==> config.mk <==
export PLATFORM = sky130hd
export DESIGN_NAME = sorted_duplicate_entry_merge
export DESIGN_NICKNAME = d
export VERILOG_FILES = /design/src/hw/rtl/sdem_pkg.sv /design/src/hw/rtl/sdem_cfg_regs.sv /design/src/hw/rtl/sdem_merge.sv /design/src/hw/rtl/sdem_out_stage.sv /design/src/hw/rtl/sorted_duplicate_entry_merge.sv
export SDC_FILE = /design/constraint.sdc
export NUM_CORES = 1
export LEC_CHECK = 0
export BUFFER_PORTS_ARGS = -buffer_cell sky130_fd_sc_hd__buf_2
export CAP_MARGIN = 20
export CORE_MARGIN = 2
export CORE_UTILIZATION = 35
export CTS_CLUSTER_DIAMETER = 150
export DETAILED_ROUTE_END_ITERATION = 8
export PLACE_DENSITY = 0.65
export RECOVER_POWER = 25
export SETUP_SLACK_MARGIN = 0.2
export SLEW_MARGIN = 0
export SYNTH_ARGS = -nofsm -noshare
export SYNTH_HDL_FRONTEND = slang
export SYNTH_SLANG_ARGS = --single-unit
==> constraint.sdc <==
create_clock -name clk -period 13.9 [get_ports clk]
set_input_delay 1.39 -clock clk [delete_from_list [all_inputs] [get_ports clk]]
set_output_delay 1.39 -clock clk [all_outputs]
set_load 0.03 [all_outputs]
==> src/hw/rtl/sdem_pkg.sv <==
// ----------------------------------------------------------------------------
// sdem_pkg
// Shared types and constants for the sorted duplicate entry merge block.
// ----------------------------------------------------------------------------
`default_nettype none

package sdem_pkg;

  // sizing
  localparam int MAX_MODES  = 4;
  localparam int COORD_BITS = 32;
  localparam int IN_COORDS  = 4;
  localparam int USED_LIMIT = (MAX_MODES < IN_COORDS) ? MAX_MODES : IN_COORDS;

  localparam int COORD_W  = 32;
  localparam int VALUE_W  = 32;
  localparam int SUM_W    = 48;
  localparam int COUNT_W  = 32;
  localparam int MODE_W   = 3;

  localparam logic [COORD_W-1:0] COORD_MASK =
    (COORD_BITS >= COORD_W) ? {COORD_W{1'b1}} :
                              COORD_W'((64'd1 << COORD_BITS) - 64'd1);

  localparam logic signed [SUM_W-1:0] SUM_MAX = {1'b0, {(SUM_W-1){1'b1}}};
  localparam logic signed [SUM_W-1:0] SUM_MIN = {1'b1, {(SUM_W-1){1'b0}}};
  localparam logic [COUNT_W-1:0]      COUNT_MAX = {COUNT_W{1'b1}};

  // configuration port
  localparam int CFG_ADDR_W  = 3;
  localparam int CFG_DATA_W  = 32;
  localparam int CFG_IDX_LSB = 2;
  localparam int CFG_IDX_W   = CFG_ADDR_W - CFG_IDX_LSB;

  localparam logic [CFG_IDX_W-1:0] REG_MODE_COUNT = CFG_IDX_W'(0);
  localparam logic [MODE_W-1:0]    MODE_COUNT_RESET = MODE_W'(3);

  // input op codes
  typedef enum logic {
    OP_ENTRY = 1'b0,
    OP_FLUSH = 1'b1
  } op_t;

  typedef struct packed {
    op_t                       op;
    logic [COORD_W-1:0]        coord_a;
    logic [COORD_W-1:0]        coord_b;
    logic [COORD_W-1:0]        coord_c;
    logic [COORD_W-1:0]        coord_d;
    logic signed [VALUE_W-1:0] entry_value;
  } in_beat_t;

  typedef struct packed {
    logic                      entry_valid;
    logic [COORD_W-1:0]        out_coord_a;
    logic [COORD_W-1:0]        out_coord_b;
    logic [COORD_W-1:0]        out_coord_c;
    logic [COORD_W-1:0]        out_coord_d;
    logic signed [SUM_W-1:0]   sum_value;
    logic                      is_last;
    logic [COUNT_W-1:0]        removed_count;
  } out_beat_t;

  // merge core to output stage
  typedef struct packed {
    logic      emit;
    out_beat_t beat;
  } merge_res_t;

  // effective number of compared modes, zero treated as one, clamped above
  function automatic logic [MODE_W-1:0] used_modes(input logic [MODE_W-1:0] mc);
    logic [MODE_W-1:0] n;
    n = mc;
    if (n == MODE_W'(0)) begin
      n = MODE_W'(1);
    end
    if (n > MODE_W'(USED_LIMIT)) begin
      n = MODE_W'(USED_LIMIT);
    end
    return n;
  endfunction

endpackage

`default_nettype wire

==> src/hw/rtl/sdem_cfg_regs.sv <==
// ----------------------------------------------------------------------------
// sdem_cfg_regs
// APB-style register file holding the mode count.
// ----------------------------------------------------------------------------
`default_nettype none

module sdem_cfg_regs
  import sdem_pkg::*;
(
  input  wire logic                  clk,
  input  wire logic                  rst_n,
  input  wire logic                  psel,
  input  wire logic                  penable,
  input  wire logic                  pwrite,
  input  wire logic [CFG_ADDR_W-1:0] paddr,
  input  wire logic [CFG_DATA_W-1:0] pwdata,
  output logic      [CFG_DATA_W-1:0] prdata,
  output logic                       pready,
  output logic      [MODE_W-1:0]     mode_count
);

  logic [MODE_W-1:0]    mode_count_r;
  logic [CFG_IDX_W-1:0] reg_idx;
  logic                 wr_en;

  assign pready  = 1'b1;
  assign reg_idx = paddr[CFG_ADDR_W-1:CFG_IDX_LSB];
  assign wr_en   = psel & penable & pwrite & pready;

  always_ff @(posedge clk) begin
    if (!rst_n) begin
      mode_count_r <= MODE_COUNT_RESET;
    end else if (wr_en && (reg_idx == REG_MODE_COUNT)) begin
      mode_count_r <= pwdata[MODE_W-1:0];
    end
  end

  always_comb begin
    prdata = '0;
    if (reg_idx == REG_MODE_COUNT) begin
      prdata = CFG_DATA_W'(mode_count_r);
    end
  end

  assign mode_count = mode_count_r;

endmodule

`default_nettype wire

==> src/hw/rtl/sdem_merge.sv <==
// ----------------------------------------------------------------------------
// sdem_merge
// Pending entry state, coordinate compare and saturating accumulate.
// ----------------------------------------------------------------------------
`default_nettype none

module sdem_merge
  import sdem_pkg::*;
(
  input  wire logic              clk,
  input  wire logic              rst_n,
  input  wire logic              in_fire,
  input  wire in_beat_t          in_beat,
  input  wire logic [MODE_W-1:0] mode_count,
  output merge_res_t             res
);

  logic                      pending_present_r, pending_present_nxt;
  logic [COORD_W-1:0]        pending_coords_r [IN_COORDS];
  logic [COORD_W-1:0]        pending_coords_nxt [IN_COORDS];
  logic signed [SUM_W-1:0]   pending_sum_r, pending_sum_nxt;
  logic [COUNT_W-1:0]        merged_counter_r, merged_counter_nxt;

  logic [COORD_W-1:0]        in_coords [IN_COORDS];
  logic [MODE_W-1:0]         n_used;
  logic                      same;
  logic signed [SUM_W:0]     sum_wide;
  logic signed [SUM_W-1:0]   sum_sat;

  assign in_coords[0] = in_beat.coord_a & COORD_MASK;
  assign in_coords[1] = in_beat.coord_b & COORD_MASK;
  assign in_coords[2] = in_beat.coord_c & COORD_MASK;
  assign in_coords[3] = in_beat.coord_d & COORD_MASK;

  assign n_used = used_modes(mode_count);

  always_comb begin
    same = 1'b1;
    for (int m = 0; m < IN_COORDS; m++) begin
      if ((MODE_W'(m) < n_used) && (in_coords[m] != pending_coords_r[m])) begin
        same = 1'b0;
      end
    end
  end

  assign sum_wide = $signed({pending_sum_r[SUM_W-1], pending_sum_r})
                  + (SUM_W+1)'(in_beat.entry_value);

  always_comb begin
    if (sum_wide[SUM_W] != sum_wide[SUM_W-1]) begin
      sum_sat = sum_wide[SUM_W] ? SUM_MIN : SUM_MAX;
    end else begin
      sum_sat = sum_wide[SUM_W-1:0];
    end
  end

  always_comb begin
    pending_present_nxt = pending_present_r;
    pending_coords_nxt  = pending_coords_r;
    pending_sum_nxt     = pending_sum_r;
    merged_counter_nxt  = merged_counter_r;

    res.emit               = 1'b0;
    res.beat.entry_valid   = pending_present_r;
    res.beat.out_coord_a   = pending_present_r ? pending_coords_r[0] : '0;
    res.beat.out_coord_b   = pending_present_r ? pending_coords_r[1] : '0;
    res.beat.out_coord_c   = pending_present_r ? pending_coords_r[2] : '0;
    res.beat.out_coord_d   = pending_present_r ? pending_coords_r[3] : '0;
    res.beat.sum_value     = pending_present_r ? pending_sum_r : '0;
    res.beat.is_last       = 1'b0;
    res.beat.removed_count = '0;

    if (in_beat.op == OP_FLUSH) begin
      res.emit               = 1'b1;
      res.beat.is_last       = 1'b1;
      res.beat.removed_count = merged_counter_r;
      pending_present_nxt    = 1'b0;
      for (int m = 0; m < IN_COORDS; m++) begin
        pending_coords_nxt[m] = '0;
      end
      pending_sum_nxt    = '0;
      merged_counter_nxt = '0;
    end else if (pending_present_r && same) begin
      pending_sum_nxt = sum_sat;
      if (merged_counter_r != COUNT_MAX) begin
        merged_counter_nxt = merged_counter_r + COUNT_W'(1);
      end
    end else begin
      // new key: emit whatever is pending, then capture
      res.emit            = pending_present_r;
      pending_present_nxt = 1'b1;
      for (int m = 0; m < IN_COORDS; m++) begin
        pending_coords_nxt[m] = (MODE_W'(m) < n_used) ? in_coords[m] : '0;
      end
      pending_sum_nxt = SUM_W'(in_beat.entry_value);
    end
  end

  always_ff @(posedge clk) begin
    if (!rst_n) begin
      pending_present_r <= 1'b0;
      for (int m = 0; m < IN_COORDS; m++) begin
        pending_coords_r[m] <= '0;
      end
      pending_sum_r    <= '0;
      merged_counter_r <= '0;
    end else if (in_fire) begin
      pending_present_r <= pending_present_nxt;
      pending_coords_r  <= pending_coords_nxt;
      pending_sum_r     <= pending_sum_nxt;
      merged_counter_r  <= merged_counter_nxt;
    end
  end

endmodule

`default_nettype wire

==> src/hw/rtl/sdem_out_stage.sv <==
// ----------------------------------------------------------------------------
// sdem_out_stage
// Result register with valid/ready handshake toward the consumer.
// ----------------------------------------------------------------------------
`default_nettype none

module sdem_out_stage
  import sdem_pkg::*;
(
  input  wire logic       clk,
  input  wire logic       rst_n,
  input  wire logic       in_fire,
  input  wire merge_res_t res,
  output logic            slot_free,
  output logic            out_valid,
  input  wire logic       out_ready,
  output out_beat_t       out_data
);

  logic      out_valid_r, out_valid_nxt;
  out_beat_t out_data_r;
  logic      load;

  assign slot_free = ~out_valid_r | out_ready;
  assign load      = in_fire & res.emit;

  always_comb begin
    if (load) begin
      out_valid_nxt = 1'b1;
    end else if (out_ready) begin
      out_valid_nxt = 1'b0;
    end else begin
      out_valid_nxt = out_valid_r;
    end
  end

  always_ff @(posedge clk) begin
    if (!rst_n) begin
      out_valid_r <= 1'b0;
    end else begin
      out_valid_r <= out_valid_nxt;
    end
  end

  always_ff @(posedge clk) begin
    if (load) begin
      out_data_r <= res.beat;
    end
  end

  assign out_valid = out_valid_r;
  assign out_data  = out_data_r;

endmodule

`default_nettype wire

==> src/hw/rtl/sorted_duplicate_entry_merge.sv <==
// ----------------------------------------------------------------------------
// sorted_duplicate_entry_merge
// Merges runs of equal-key sparse nonzeros from a sorted stream into one
// entry with a saturating 48-bit sum.
// ----------------------------------------------------------------------------
// output: each result beat is registered, appearing in the cycle after the input beat that causes it
// throughput: one input beat per cycle, set by the single compare/add path
//   between the pending-entry registers and the result register
// the input stalls only while a result beat waits and the consumer holds ready low
// reset: synchronous, active low; clears the pending entry, sum and merge
//   counter, empties the result register and sets mode_count to 3
`default_nettype none

module sorted_duplicate_entry_merge
  import sdem_pkg::*;
(
  input  wire logic                  clk,
  input  wire logic                  rst_n,

  // input beats
  input  wire logic                  in_valid,
  output logic                       in_ready,
  input  wire in_beat_t              in_data,

  // result beats
  output logic                       out_valid,
  input  wire logic                  out_ready,
  output out_beat_t                  out_data,

  // configuration
  input  wire logic                  cfg_psel,
  input  wire logic                  cfg_penable,
  input  wire logic                  cfg_pwrite,
  input  wire logic [CFG_ADDR_W-1:0] cfg_paddr,
  input  wire logic [CFG_DATA_W-1:0] cfg_pwdata,
  output logic      [CFG_DATA_W-1:0] cfg_prdata,
  output logic                       cfg_pready
);

  logic              in_fire;
  logic              slot_free;
  logic [MODE_W-1:0] mode_count;
  merge_res_t        res;

  // a beat is taken whenever the result register is empty or draining this cycle
  assign in_ready = slot_free;
  assign in_fire  = in_valid & in_ready;

  // mode_count register behind the apb port
  sdem_cfg_regs u_cfg (
    .clk        (clk),
    .rst_n      (rst_n),
    .psel       (cfg_psel),
    .penable    (cfg_penable),
    .pwrite     (cfg_pwrite),
    .paddr      (cfg_paddr),
    .pwdata     (cfg_pwdata),
    .prdata     (cfg_prdata),
    .pready     (cfg_pready),
    .mode_count (mode_count)
  );

  // pending entry, key compare and accumulate; state advances on each taken beat
  sdem_merge u_merge (
    .clk        (clk),
    .rst_n      (rst_n),
    .in_fire    (in_fire),
    .in_beat    (in_data),
    .mode_count (mode_count),
    .res        (res)
  );

  // registered result toward the consumer, loaded only when a beat emits
  sdem_out_stage u_out (
    .clk       (clk),
    .rst_n     (rst_n),
    .in_fire   (in_fire),
    .res       (res),
    .slot_free (slot_free),
    .out_valid (out_valid),
    .out_ready (out_ready),
    .out_data  (out_data)
  );

endmodule

`default_nettype wire
== Word-level counts from Yosys, hierarchy flattened ==
Index checks and enable logic that the tools add are counted.
Storage, ports and cells
  flip-flop bits (word level): 423
  output and inout port bits: 245
Cells by class
  $add $sub $neg: 2
  magnitude comparators: 5
  equal/unequal tests: 7
  muxes and demuxes: 27
  bitwise operators: 7
  reductions and logical operators: 12
Operator list (count)
  $mux W128: 2
  $mux W32: 7
  $mux W48: 4
  $ne A32 B32 Y1: 4
  $add A48 B32 Y49: 1
  $mux W33: 1
  $add A32 B1 Y32 const B: 1
  $ne A32 B32 Y1 const B: 1
  $mux W1: 10
  $mux W3: 3
  $logic_and A1 B1 Y1: 6
  $lt A1 B3 Y1 const A: 2
  $lt A2 B3 Y1 const A: 2
  $reduce_bool A2 Y1: 3
  $and A1 B1 Y1: 4
  $gt A3 B3 Y1 const B: 1
  $logic_not A3 Y1: 1
  $reduce_and A3 Y1: 1
  $ne A2 B2 Y1 const B: 1
  $not A1 Y1: 2
  $reduce_and A2 Y1: 1
  $ne A1 B1 Y1: 1
  $or A1 B1 Y1: 1

== Logic depth before layout (Yosys ltp) ==
Gate-level depths: netlist of the first run.
  word-level depth: 15
  mapped depth: 12

== By module ==
A second synthesis of the first run with hierarchy kept.
Second synthesis, totals
  cells, all modules: 1968
  area, all modules: 20479.6 um^2
By module, submodules not included
  sdem_merge: times used 1, cells an instance 1703, area an instance 13718.2 um^2, seq. area each 4184.0 um^2
  sdem_out_stage: times used 1, cells an instance 215, area an instance 6358.6 um^2, seq. area each 6326.1 um^2
  sdem_cfg_regs: times used 1, cells an instance 49, area an instance 396.6 um^2, seq. area each 60.1 um^2
  sorted_duplicate_entry_merge: times used 1, cells an instance 1, area an instance 6.3 um^2, seq. area each 0.0 um^2

== Worst setup path after synthesis of the first run ==
OpenSTA, ideal clock, no wires.
  kind: input port to flip-flop
  start point: in out_ready
  end point: reg u_out.out_data_r (netlist bit u_out.out_data[0]) (enable)
  setup time: 0.785 ns
  data arrival time: 11.104 ns
  path slack: 2.011 ns
  stages: 5
  path through: nand2b_1 nand2_1 clkbuf_1 clkbuf_1 nor2_1
On the way
  word-level cells in the longest chain between the ends: 3
Ends and longest elaborated chain
  start, declared: line sorted_duplicate_entry_merge.sv:27  | input wire logic out_ready,
  $or A1 B1 Y1: line sdem_out_stage.sv:24  | assign slot_free = ~out_valid_r | out_ready;
  $and A1 B1 Y1: line sorted_duplicate_entry_merge.sv:47  | assign in_fire = in_valid & in_ready;
  $and A1 B1 Y1: line sdem_out_stage.sv:25  | assign load = in_fire & res.emit;
  via u_out.load: line sdem_out_stage.sv:22  | logic load;
  end signal, assigned: line sdem_out_stage.sv:47  | out_data_r <= res.beat;
  end, declared: line sdem_out_stage.sv:21  | out_beat_t out_data_r;
The timed path passes the listed nets, and every way through them passes these cells.
A chain may end at the register's enable or synchronous reset.

== Worst setup path in the final report of the first run ==
  start point: reg u_merge.pending_present_r
  end point: reg u_out.out_data_r (netlist bit u_out.out_data[152]) (enable)
On the way
  word-level cells in the longest chain between the ends: 4
Ends and longest elaborated chain
  start, declared: line sdem_merge.sv:18  | logic pending_present_r, pending_present_nxt;
  start signal, assigned: line sdem_merge.sv:108  | pending_present_r <= pending_present_nxt;
  $logic_and A1 B1 Y1: line sdem_merge.sv:83  | end else if (pending_present_r && same) begin
  $mux W1 *: line sdem_merge.sv:83
  $mux W1 *: line sdem_merge.sv:73  | if (in_beat.op == OP_FLUSH) begin
  $and A1 B1 Y1 *: line sdem_out_stage.sv:25
  via u_out.load: line sdem_out_stage.sv:22
Mark *: on every way through the listed nets, which the timed path passes. The rest lies on a longest branch.

==> results of run 1 <==
==> critical path, stage by stage (launching register included) <==
cell,delay (ns)
dfxtp_1,2.03
clkbuf_1,2.87
a21oi_1,0.38
nor2_4,0.76
buf_4,0.82
buf_4,0.79
==> placed cells by master, fill, tap and decap left out, drive strengths merged, types with 17 or more instances in the layout <==
master / count
a22oi: 134
dfxtp: 213
nor2b: 139
a21o: 17
xor2: 27
conb: 30
o21ai: 116
nand2: 114
clkinv: 17
nand4: 47
nor2: 97
edfxtp: 210
nor4: 28
clkbuf: 69
a21oi: 67
nor3: 20
xnor2: 164
buf: 400
and2: 215
inv: 18
ha: 49
==> through the flow <==
step | total power (uW) | setup WS, ns | hold WS (ns) | util, % | area (um2)
5_1_grt | 3118 | 4.723 | 0.4882 | 42.39 | 24500
3_5_place_dp | 1795 | 8.321 | 0.4604 | 39.71 | 22950
3_3_place_gp | 1789 | 8.307 | 0.4616 | 39.66 | 22930
4_1_cts | 3032 | 8.882 | 0.4687 | 42.34 | 24480
6_report | 2999 | 5.738 | 0.4633 | 42.39 | 24500
2_1_floorplan | 1685 | 2.011 | 0.4064 | - | 20590
==> layout make-up <==
type	instances	area (um2)
diodes	6	15.01
clock buffers	65	1304
clock inverters	22	219.0
fillers	5599	33300
inverters	17	63.81
multi-input cells	1405	9278
flip-flops and latches	423	10570
well taps	765	957.2
repair buffers	404	2095
==> registers in the layout, summed over array words and instances (netlist names) <==
name and count:
u_out.out_data 210, u_merge.pending_present_r 1, u_cfg.mode_count 3, u_merge.pending_sum_r 48, u_merge.pending_coords_r 128, u_out.out_valid 1
u_merge.merged_counter_r 32
==> report_power, final <==
part	total [uW]	internal (uW)	switching [uW]
Clock	1230	715	513
Combinational	381	126	255
Sequential	1390	1360	29.6
==> how the worst max path moves through the flow <==
| stage | from | end | slack [ns] | depth (start not counted) |
|---|---|---|---|---|
| detailed placement | in_data[154] | u_merge.pending_coords_r[69] | 8.32 | 12 |
| global placement | in_data[154] | u_merge.pending_coords_r[46] | 8.31 | 12 |
| finish | u_merge.pending_present_r | u_out.out_data[152] | 5.74 | 5 |
| floorplan | out_ready | u_out.out_data[0] | 2.01 | 5 |
| global route | u_merge.pending_present_r | u_out.out_data[145] | 4.72 | 5 |
| CTS | in_data[154] | u_merge.pending_coords_r[71] | 8.88 | 12 |
==> kinds of logic (layout without fill, tap and decap cells) <==
group	Yosys count	count (layout)	synth area share (%)
other cells	2	36	0.03666
simple gates	713	713	19.68
fa+ha+maj	50	50	3.091
buf+inv	155	508	3.775
mux	5	5	0.2504
compound gates	416	416	13.40
xor+xnor	191	191	8.167
flops	423	423	51.60
==> layer usage <==
metal | part of all wire [%] | vias to the layer above | track usage (%)
met1 | 43 | 7616 | 22.60
met2 | 48 | 522 | 30.53
met4 | 3.3 | 6 | 6.809
met5 | 0.067 | - | 0
met3 | 6.1 | 112 | 3.536
li1 | - | 7608 | -
==> results.cfg, run 1 <==
[cts]
clock_tree.buffer_depth = 3
cts-buffers-inserted = 47
cts_tree = yes
clkTransAtPathRegs_ns = 0.06
clock_sinks = 423
cts_resized = 0
postCtsSetupBuffers = 0
cts_hold_buf = 0
h-tree-depth = 2
clk_latency_ns = 0.57
cts_root_buf = clkbuf_16

[detailed_routing]
drt_wl_total_mm = 56.56
drt_iter0_markers = 951
dr.pass1.iters = 5
drc_errors = 0
vias_per_cell = 5.106
antenna_left = 0
via_count = 15860
post_drt_wl_per_cell_um = 18.20

[synthesis]
synth_area_leaders = edfxtp_1 31%, dfxtp_1 21%, xnor2_1 7.0%, and2_1 6.5%, a22oi_1 4.9%
synth.most_common_cell = and2_1
yosysUniqueCellTypes = 76
ys_top_cells_by_count = 214 x and2_1, 213 x dfxtp_1, 210 x edfxtp_1
synth.avg_cell_area_um2 = 10.48
synth.top_cell.area_share_pct = 30.79
ys_ff_latch = 423
synth_warnings = 0
synth_cells = 1955
syn-cell-area_um2 = 20480
ys.flop_type = dfxtp_1
synth_edf_count = 210
async_flop_share_pct = 0
yosysTopAreaCell = edfxtp_1
seq_area_frac_synth_pct = 51.60

[sta]
fin_crit_sh_pct = 58.72
period_needed_ns = 8.162
setup_viol = 0
worst_pin_slew_ns = 3.908
finalHoldViolCount = 0
slew_violations = 369
timing.fmax_ghz = 0.1225
finalClockSkew_ns = 0.02568
tns_ns = 0
slew_headroom_pct = -160.5
rsz0062_at_grt = no

[pwr]
peakVddDrop_v = 0.00007542
p_per_area_nw_per_um2 = 122.4
p_leak_uw = 0.009190

[floorplanning]
rows = 88
die-width_um = 245.9
fp.coreArea_um2 = 57810
num_io_pins = 448
chipHeight_um = 245.9
dieArea_um2 = 60470
start_util_pct = 35.44

[cells_and_area]
drive_gt1_share_pct = 21.49
area.growth.synth_to_final_pct = 19.61
nets = 2551
stdcell_count = 3107

[setup_path]
required_ns = 14.08
endpoint_kind = flop
arrival_ns = 8.34
startpoint_type = flop
timing.rr.start = u_merge.pending_present_r
worst-r2r-setup-slack_ns = 5.74
critPathMaxFanout = 98
r2r-end = u_out.out_data[152]
r2r_cells = 5
crit_type = reg2reg

[hold_path]
whs_path_depth = 2
worstHoldStart = u_merge.pending_sum_r[8]
min_to = u_merge.pending_sum_r[8]
worstHoldPathType = reg2reg

[global_routing]
grt_usage_pct = 18.01
grt_pass1_wl_mm = 86.35
overflow = 0
grt_max_degree = 99
antenna_found_initial = 9
grt_pass1_vias = 15470

[placement]
place_inst = 3013
dpl.hpwl_mm = 39.88
io_buffer_count = 386
gp_congestion = 0.8685

[flow_run]
drv_cap = 5

[run_status]
status = finished with violations
violations = max-capacitance violations, max-slew violations
Power figures use the tool's default switching activity.
==> run 2: changes to the inputs <==
--- a/config.mk
+++ b/config.mk
@@ -11,7 +11,7 @@
 export CORE_UTILIZATION = 35
 export CTS_CLUSTER_DIAMETER = 150
 export DETAILED_ROUTE_END_ITERATION = 8
-export PLACE_DENSITY = 0.65
+export PLACE_DENSITY = 0.67
 export RECOVER_POWER = 25
 export SETUP_SLACK_MARGIN = 0.2
 export SLEW_MARGIN = 0
==> constraint.sdc (replaced) <==
create_clock -name clk -period 7.5 [get_ports clk]
set_input_delay 0.75 -clock clk [delete_from_list [all_inputs] [get_ports clk]]
set_output_delay 0.75 -clock clk [all_outputs]
set_load 0.03 [all_outputs]
==> run 2 against run 1 <==
The flow still finishes with violations (max-capacitance violations, max-slew violations). Global-route usage up 0.36 points. Clock power up 97%. Die area unchanged. Via count up 0.27%. First-iteration DRC count up 0.84%. Register-to-register slack worse by 3.0 ns. Setup slack worse by 3.0 ns. Largest cell class unchanged.
==> results.cfg, run 2 (same netlist as run 1, synthesis figures left out) <==
[run_status]
status = finished with violations
violations = max-capacitance violations, max-slew violations

[placement]
io_buffer_count = 386
gp_congestion = 0.8721
dpl.hpwl_mm = 40.70

[cells_and_area]
num-fill-cells = 5539
largest_register_ff_count = 210
multi_input_area_um2 = 9278
drive_gt1_share_pct = 18.41
area.growth.synth_to_final_pct = 19.66
nets = 2552
final_common_cell = buf_2
register_area_um2 = 10570
final_cell_mix = 305 x buf_2, 213 x dfxtp_1, 210 x edfxtp_1

[sta]
fin_crit_sh_pct = 63.79
slew_headroom_pct = -149.5
slew_violations = 163
finalClockSkew_ns = 0.02106
worst_pin_slew_ns = 3.742
finalHoldViolCount = 0
rsz0062_at_grt = no
tns_ns = 0
setup_viol = 0
period_needed_ns = 4.784
timing.fmax_ghz = 0.2090

[setup_path]
cp_cell_sequence = clkbuf_1 -> buf_4 -> and2_1
cp_slowest_cell = clkbuf_1
crit_type = reg2reg
arrival_ns = 5.18
endpoint_kind = flop
critPathMaxFanout = 89
critPathMaxStageDelay_ns = 2.60
startpoint_type = flop
required_ns = 7.89

[global_routing]
grt_pass1_vias = 15570
grt_usage_pct = 18.38
grt_pass1_wl_mm = 87.23
antenna_found_initial = 10
grt_max_degree = 132
overflow = 0

[pwr]
p_per_area_nw_per_um2 = 232.3
p_total_uw = 5693
peakVddDrop_v = 0.0001724
p_leak_uw = 0.009039

[floorplanning]
dieArea_um2 = 60470
start_util_pct = 35.44
fp.coreArea_um2 = 57810
chipHeight_um = 245.9
rows = 88
die-width_um = 245.9
num_io_pins = 448

[detailed_routing]
drt_wl_total_mm = 57.98
drt_iter0_markers = 959
antenna_left = 0
post_drt_wl_per_cell_um = 18.61
drc_errors = 0
via_count = 15910
dr.pass1.iters = 5
vias_per_cell = 5.105

[flow_run]
drv_cap = 3

[cts]
postCtsSetupBuffers = 0
h-tree-depth = 2
cts_resized = 0
clock_sinks = 423
cts_root_buf = clkbuf_16
cts_tree = yes
clock_tree.buffer_depth = 3
clkTransAtPathRegs_ns = 0.06
cts-buffers-inserted = 47
cts_hold_buf = 0
clk_latency_ns = 0.57

[hold_path]
worstHoldPathType = in2reg
-- run 2: critical path: cells and delay by family (launching register included) --
family        cells  cell delay, ns
buf+inv           2            3.49
flops             1            0.62
simple gates      1            0.33
-- run 2: routing by layer --
| metal | global-route usage [%] | up-vias | routed length (um) |
|---|---|---|---|
| met1 | 23.24 | 7638 | 24670 |
| met3 | 3.798 | 115 | 3822 |
| met5 | 0 | - | 13 |
| met4 | 7.665 | 2 | 2188 |
| li1 | - | 7600 | - |
| met2 | 30.44 | 552 | 27290 |
-- run 2: cell type report --
| cell class | count | area share [%] |
|---|---|---|
| inverter | 17 | 0.2603 |
| clock buffer | 62 | 5.232 |
| antenna | 15 | 0.1531 |
| multi-input combinational | 1405 | 37.85 |
| timing repair buffer | 405 | 8.167 |
| sequential | 423 | 43.12 |
| tap | 765 | 3.905 |
| clock inverter | 24 | 1.307 |
-- run 2: worst paths after layout --
| kind | slack (ns) | from | depth (start not counted) | to |
|---|---|---|---|---|
| setup / recovery | 2.72 | u_merge.pending_present_r | 3 | u_out.out_data[127] |
| hold / removal | 0.42 | cfg_pwdata[1] | 3 | u_cfg.mode_count[1] |
| setup reg to reg | 2.72 | u_merge.pending_present_r | 3 | u_out.out_data[127] |
| hold reg to reg | 0.46 | u_merge.pending_sum_r[41] | 2 | u_merge.pending_sum_r[41] |
-- run 2: where the power goes --
| part | total (uW) | switching [uW] | internal, uW | leakage, uW |
|---|---|---|---|---|
| Sequential | 2570 | 48.5 | 2520 | 0.00377 |
| Clock | 2420 | 966 | 1450 | 0.000781 |
| Combinational | 708 | 482 | 227 | 0.00449 |
-- run 2: stage by stage --
step | setup WS (ns) | cells | hold slack [ns] | instance area [um2] | util (%)
2_1_floorplan | 2.193 | 1983 | 0.4064 | 20600 | -
3_3_place_gp | 3.090 | 3014 | 0.4572 | 22950 | 39.71
5_1_grt | 2.220 | 3110 | 0.4006 | 24500 | 42.38
4_1_cts | 3.520 | 3101 | 0.3840 | 24580 | 42.53
6_report | 2.716 | 3116 | 0.4159 | 24510 | 42.40
3_5_place_dp | 3.028 | 3015 | 0.4573 | 22980 | 39.76
==> run 3: changes to the inputs <==
--- a/config.mk
+++ b/config.mk
@@ -11,7 +11,7 @@
 export CORE_UTILIZATION = 35
 export CTS_CLUSTER_DIAMETER = 150
 export DETAILED_ROUTE_END_ITERATION = 8
-export PLACE_DENSITY = 0.67
+export PLACE_DENSITY = 0.65
 export RECOVER_POWER = 25
 export SETUP_SLACK_MARGIN = 0.2
 export SLEW_MARGIN = 0
==> constraint.sdc (replaced) <==
create_clock -name clk -period 4.7 [get_ports clk]
set_input_delay 0.47 -clock clk [delete_from_list [all_inputs] [get_ports clk]]
set_output_delay 0.47 -clock clk [all_outputs]
set_load 0.03 [all_outputs]
==> run 3 against run 2 <==
The flow still finishes with violations (max-capacitance violations, max-slew violations). Final cell count barely moved. Setup slack worse by 1.8 ns. Register-to-register slack lost 1.8 ns. Largest cell class unchanged. Clock power increased by 52%. Critical endpoint is now u_merge.pending_sum_r[22]. Via count fell by 0.86%. Clock skew hardly changed. Maximum frequency rose by 25%. Non-clock buffer count rose by 5. Sequential cell count unchanged. Global-route usage down 0.44 points. Largest power group unchanged.
==> results.cfg, run 3 (same netlist as run 1, synthesis figures left out) <==
[run_status]
status = finished with violations
violations = max-capacitance violations, max-slew violations

[floorplanning]
die-width_um = 245.9
fp.coreArea_um2 = 57810
rows = 88
start_util_pct = 35.44
dieArea_um2 = 60470
num_io_pins = 448
chipHeight_um = 245.9

[sta]
hold_slack_ns = 0.1332
finalHoldViolCount = 0
slew_headroom_pct = -72.20
rsz0062_at_grt = no
fin_crit_sh_pct = 81.33
period_needed_ns = 3.822
setup_viol = 0
worst_pin_slew_ns = 2.583
slew_violations = 102
finalClockSkew_ns = 0.02073
timing.fmax_ghz = 0.2616

[detailed_routing]
post_drt_wl_per_cell_um = 18.13
drt_wl_total_mm = 56.55
drc_errors = 0
vias_per_cell = 5.056
dr.pass1.iters = 5
drt_iter0_markers = 1060
via_count = 15770
antenna_left = 0

[setup_path]
crit_type = reg2reg
endpoint_kind = flop
arrival_ns = 4.27
required_ns = 5.15
critPathMaxFanout = 30
startpoint_type = flop
critPathMaxStageDelay_ns = 0.71
cp_cell_sequence = xnor2_1 -> nand4_1 -> nor4_1 -> a21oi_1 -> nor4_4 -> buf_4 -> o2111a_1 -> and3b_1 -> o21ai_0 -> o21ai_1
cp_slowest_cell = nor4_1

[cells_and_area]
final_common_cell = buf_2
stdcell_count = 3119
area.growth.synth_to_final_pct = 19.65
num-fill-cells = 5622
largest_register_ff_count = 210
drive_gt1_share_pct = 17.55
final_cell_mix = 281 x buf_2, 213 x dfxtp_1, 210 x edfxtp_1
nets = 2557

[cts]
cts_root_buf = clkbuf_16
cts_tree = yes
postCtsSetupBuffers = 0
cts-buffers-inserted = 47
clkTransAtPathRegs_ns = 0.06
clk_latency_ns = 0.58
cts_resized = 0
clock_tree.buffer_depth = 3
cts_hold_buf = 0
h-tree-depth = 2
clock_sinks = 423

[placement]
place_inst = 3018
dpl.hpwl_mm = 39.75
io_buffer_count = 386
gp_congestion = 0.8850

[global_routing]
grt_pass1_vias = 15470
grt_max_degree = 149
overflow = 0
antenna_found_initial = 12
grt_usage_pct = 17.94
grt_pass1_wl_mm = 86.13

[pwr]
p_total_uw = 8909
p_leak_uw = 0.008994
peakVddDrop_v = 0.0002760
p_per_area_nw_per_um2 = 363.5

[hold_path]
worstHoldPathType = in2reg

[flow_run]
drv_cap = 2
[run 3: cell types whose count changed in the layout (fill, tap and decap cells not counted), sizes merged]
cell,delta
diode,-3
clkbuf,+28
buf,-19
bufinv,-4
inv,+1
[run 3: worst max-delay path: cells and delay by family, from the launching register on]
family,cells,cell delay (ns)
AOI/OAI and AO/OA,4,0.79
DFF,1,0.33
buffers and inverters,1,0.30
and+or+nand+nor,4,2.03
xor gates and xnor gates,1,0.22
[run 3: layer usage]
metal / vias to the layer above / share of wire (%) / GRT usage (%) / routed length, um
met4: 6 / 2.9 / 6.720 / 1662
met2: 506 / 49 / 30.42 / 27440
met5: - / 0.073 / 0 / 41
met3: 91 / 6.6 / 3.776 / 3737
met1: 7536 / 42 / 22.36 / 23670
li1: 7631 / - / - / -
[run 3: layout make-up]
type / instances / area [um2] / area share, %
multi-input cells: 1405 / 9291 / 37.91
inverters: 17 / 63.81 / 0.2604
clock buffers: 66 / 1329 / 5.422
diodes: 12 / 30.03 / 0.1225
well taps: 765 / 957.2 / 3.905
flip-flops and latches: 423 / 10570 / 43.13
repair buffers: 410 / 2049 / 8.362
clock inverters: 21 / 217.7 / 0.8883
[run 3: metrics by stage]
| stage | area [um2] | setup WS (ns) | TNS (ns) | util, % |
|---|---|---|---|---|
| 2_1_floorplan | 20610 | -0.07332 | -15.40 | - |
| 3_3_place_gp | 23000 | 0.5478 | 0 | 39.79 |
| 3_5_place_dp | 23030 | 0.4300 | 0 | 39.84 |
| 4_1_cts | 24580 | 0.6136 | 0 | 42.52 |
| 5_1_grt | 24500 | 0.5605 | 0 | 42.39 |
| 6_report | 24510 | 0.8777 | 0 | 42.40 |
[run 3: worst paths after layout]
path	startpoint	endpoint	slack, ns	cells past startpoint
min	cfg_pwdata[1]	u_cfg.mode_count[1]	0.13	3
min reg2reg	u_merge.pending_sum_r[42]	u_merge.pending_sum_r[42]	0.47	2
max	u_merge.pending_coords_r[92]	u_merge.pending_sum_r[22]	0.88	10
max reg2reg	u_merge.pending_coords_r[92]	u_merge.pending_sum_r[22]	0.88	10
[run 3: power by group]
group          switching, uW  internal, uW
Combinational            769           362
Sequential              75.4          4020
Clock                   1530          2150
